===== src/rtl/hptd_queue.sv =====
// Two-entry valid/ready queue
`default_nettype none
module hptd_queue #(
   parameter type T = logic
) (
   input  wire  clock,
   input  wire  reset,
   input  wire  in_valid,
   output logic in_ready,
   input  T     in_data,
   output logic out_valid,
   input  wire  out_ready,
   output T     out_data
);
   T           ent_ff [2];
   logic       wr_ff, wr_in, rd_ff, rd_in;
   logic [1:0] cnt_ff, cnt_in;
   logic       push, pop;

   assign in_ready  = (cnt_ff != 2'd2);
   assign out_valid = (cnt_ff != 2'd0);
   assign out_data  = ent_ff[rd_ff];
   assign push      = in_valid && in_ready;
   assign pop       = out_valid && out_ready;

   always_comb begin
      wr_in  = push ? ~wr_ff : wr_ff;
      rd_in  = pop ? ~rd_ff : rd_ff;
      cnt_in = 2'(cnt_ff + {1'b0, push} - {1'b0, pop});
   end

   always_ff @(posedge clock) begin
      if (push) begin
         ent_ff[wr_ff] <= in_data;
      end
   end

   always_ff @(posedge clock) begin
      if (reset) begin
         wr_ff  <= 1'b0;
         rd_ff  <= 1'b0;
         cnt_ff <= 2'd0;
      end else begin
         wr_ff  <= wr_in;
         rd_ff  <= rd_in;
         cnt_ff <= cnt_in;
      end
   end
endmodule
`default_nettype wire


===== config.mk =====
export PLATFORM = sky130hd
export DESIGN_NAME = hptd_queue
export DESIGN_NICKNAME = d
export VERILOG_FILES = /design/src/rtl/hptd_queue.sv
export SDC_FILE = /design/constraint.sdc
export NUM_CORES = 1
export LEC_CHECK = 0
export BUFFER_PORTS_ARGS = -buffer_cell sky130_fd_sc_hd__buf_2
export CORE_AREA = 2 2 39 41
export CTS_CLUSTER_SIZE = 24
export DETAILED_ROUTE_END_ITERATION = 6
export DIE_AREA = 0 0 41 43
export PLACE_DENSITY = 0.41
export SETUP_SLACK_MARGIN = 0.3
export SYNTH_ARGS = -nofsm -noshare
export SYNTH_HDL_FRONTEND = slang
export SYNTH_SLANG_ARGS = --single-unit

===== constraint.sdc =====
create_clock -name clock -period 1.4 [get_ports clock]
set_input_delay 0.28 -clock clock [delete_from_list [all_inputs] [get_ports clock]]
set_output_delay 0.28 -clock clock [all_outputs]
set_load 0.01 [all_outputs]

==> results.md <==
- Outcome: finished with violations
- Violated checks: negative setup slack
- # diodes: 0
- HPWL after detailed placement: 390 um
- Clock sinks: 7
- Max H-tree Level: 1
- Initial antenna violation count: 0
- Most common cell after layout, fill and taps aside: buf_6
- Mapped Nets: 35
- Synth top area share: 0.314
- Final WS setup: -0.0580 ns
- Min cycle time layout: 1.46 ns
- Sequential share of the synthesized area: 0.502
- Path depth of the worst reg2reg path: 7
- Commonest cells after routing, fill and taps aside: buf_6, nor2_1, buf_2, buf_4, clkbuf_4
- Clock root cell: clkbuf_4
- CTS buffer count: 3
- Global-route wire length before repair: 993 um
- Hold depth: 1
- Inst Count DP: 54
- Vias in the first global route: 246
- Post-layout instance count excluding filler cells: 63
- Hold Startpoint: in_data
- Number of synthesized register bits: 7
- Clock slew at reported path FFs: approximately 0.060 ns
- Setup Viol. Count Final: 2
- Core area: ~1400 um^2
- Pleak: 0.249 nW
- CTS tree: yes
- Residual overflow from global routing: 0
- Syn avg cell area: approximately 11 um^2
- Fillers: 141
- CTS max path bufs: 2
- Drt pass-1 iters: 2
- Worst hold path class: in -> reg
- CP endpoint kind: flop
- Setup Total Neg Slack: -0.0950 ns
- Share of cells above drive strength 1: 0.723
- Synthesized area: 319 um^2
- Via Count: 248
- Critical path class: reg -> reg
- Width of the die: 41 um
- FF-to-FF setup slack: -0.06 ns
- Worst VDD drop: 0.000748 V
- Met2 usage: 0.147
- Post-route ant nets: 0
- RSZ-0062 raised after global routing: true
- First-iteration detailed-routing DRC count: 3
- Max Fclk: between 600 and 700 MHz
- WP data arrival: approximately 1.6 ns
- M1 GR Usage: 0.0885
- Clk Latency, worst-skew pair: 0.25 ns
- Clk_skew: 0.00368 ns
- Critical R2R Capture: cnt_ff[1]$_SDFF_PP0_
- Initial core utilization: 0.231
- Peak fanout along the critical path: 4
- WL per Instance: 10.0 um
- Gr busiest metal: met2
- Synth area leaders: dfxtp_1, edfxtp_1, ha_1, nor2_1, mux2_4
- Post-CTS Hold Buffers: 0
- Hold Path Sink: ent_ff[0]$_DFFE_PP_
- Period utilization: 1.04
- Final Max Slew Viols: 0
- DRC: 0
- Pwr/cell area: approximately 2100 nW/um^2
- Relative slew margins: 0.909
- Final estimated routing congestion in global placement: 0.657
- Crit path launch type: flop
- Syn. warnings: 0
- NumNets Final: 55
- Global routing usage on met3: 0.0314
- Post-synth top area cell: dfxtp_1
- Cell variety after synth: 18
- DR vias/cell: 3.94
- CP Launch Point: cnt_ff[0]$_SDFF_PP0_
- Die height: between 40 and 50 um
- Max-capacitance violation count: 0
- Total Routed Length: 631 um
- Standard-cell row count: 14
- Layout area overhead: 77.6%
- I/O Buffers: 7
- DIE AREA: 1760 um^2
- Cells after Synth: 28
- Largest net degree at the start of global routing: 7
- Actual slew at the worst max-slew pin: 0.135 ns
- Endpoints failing hold: 0
- Worst R2R Start: cnt_ff[0]$_SDFF_PP0_
- Critical path required time: ~1.6 ns
- I/O Pins: 8
- Total track usage: 0.0899
-- layout make-up --
cell class | instances | area (um^2) | area share
Timing Repair Buffer | 15 | 129 | 0.227
Clock buffer | 4 | 26.3 | 0.0464
Tap cell | 16 | 20.0 | 0.0353
Sequential cell | 7 | 169 | 0.298
Inverter | 1 | 3.75 | 0.00662
Multi-Input combinational cell | 20 | 219 | 0.386
-- worst max path at each step --
stage,slack (ns),endpoint,depth (start not counted)
6_report,-0.06,cnt_ff[1]$_SDFF_PP0_,7
5_1_grt,-0.13,cnt_ff[1]$_SDFF_PP0_,7
4_1_cts,-0.11,cnt_ff[1]$_SDFF_PP0_,7
3_5_place_dp,-0.12,cnt_ff[1]$_SDFF_PP0_,7
3_3_place_gp,-0.09,cnt_ff[1]$_SDFF_PP0_,7
2_1_floorplan,-0.07,cnt_ff[1]$_SDFF_PP0_,7
-- layer usage --
metal  routed length, um  part of all wire  vias to the layer above
met5                   0                 0                        -
met1                 242              0.38                      115
li1                    -                 -                      130
met4                   0                 0                        0
met3                  19             0.030                        0
met2                 369              0.58                        3
-- power breakdown --
part           switching (W)  internal, W  leakage [nW]
Combinational       0.000236     0.000416         0.173
Clock              0.0000794     0.000109        0.0150
Sequential         0.0000551     0.000295        0.0617
-- Yosys cell counts --
library cell,count
xnor2_1,1
nor2_1,5
and2_1,1
or2_2,1
and3_2,1
nand2b_2,1
xor2_1,1
mux2_2,1
dfxtp_1,5
inv_1,1
and2b_1,1
nand2_4,1
edfxtp_1,2
nor2b_1,1
mux2_4,1
nor3_1,1
o21a_2,1
ha_1,2
-- cell families (layout without fill, tap and decap cells) --
| family | Yosys count | after routing | share of synthesized area |
|---|---|---|---|
| DFF | 7 | 7 | 0.502 |
| buffers and inverters | 1 | 20 | 0.0118 |
| muxes | 2 | 2 | 0.0823 |
| and+or+nand+nor | 13 | 13 | 0.243 |
| adders and majority gates | 2 | 2 | 0.0784 |
| xor gates and xnor gates | 2 | 2 | 0.0549 |
| AOI/OAI and AO/OA | 1 | 1 | 0.0275 |
-- what timing repair did --
action | CTS | global route
endpoints found under the setup margin | 5 | 8
buffers inserted | 3 | 2
gates resized for setup | 13 | 7
pin swaps | 6 | 6
-- through the flow --
stage	setup WS [ns]	utilization	power, W	instance area, um^2	hold WS (ns)
finish	-0.0580	0.410	0.00119	567	0.216
global placement	-0.0894	0.292	0.000680	404	0.474
detailed placement	-0.120	0.292	0.000688	404	0.475
global route	-0.128	0.410	0.00128	567	0.213
CTS	-0.115	0.374	0.00107	518	0.211
floorplan	-0.0661	-	0.000566	327	0.344
-- worst max-delay path: stages (launching register included) --
cell,delay [ns]
dfxtp_4,0.35
o21a_4,0.23
ha_4,0.26
inv_2,0.04
ha_4,0.15
xor2_2,0.14
and2_1,0.14
nor3_2,0.08
Power figures use the tool's default switching activity.
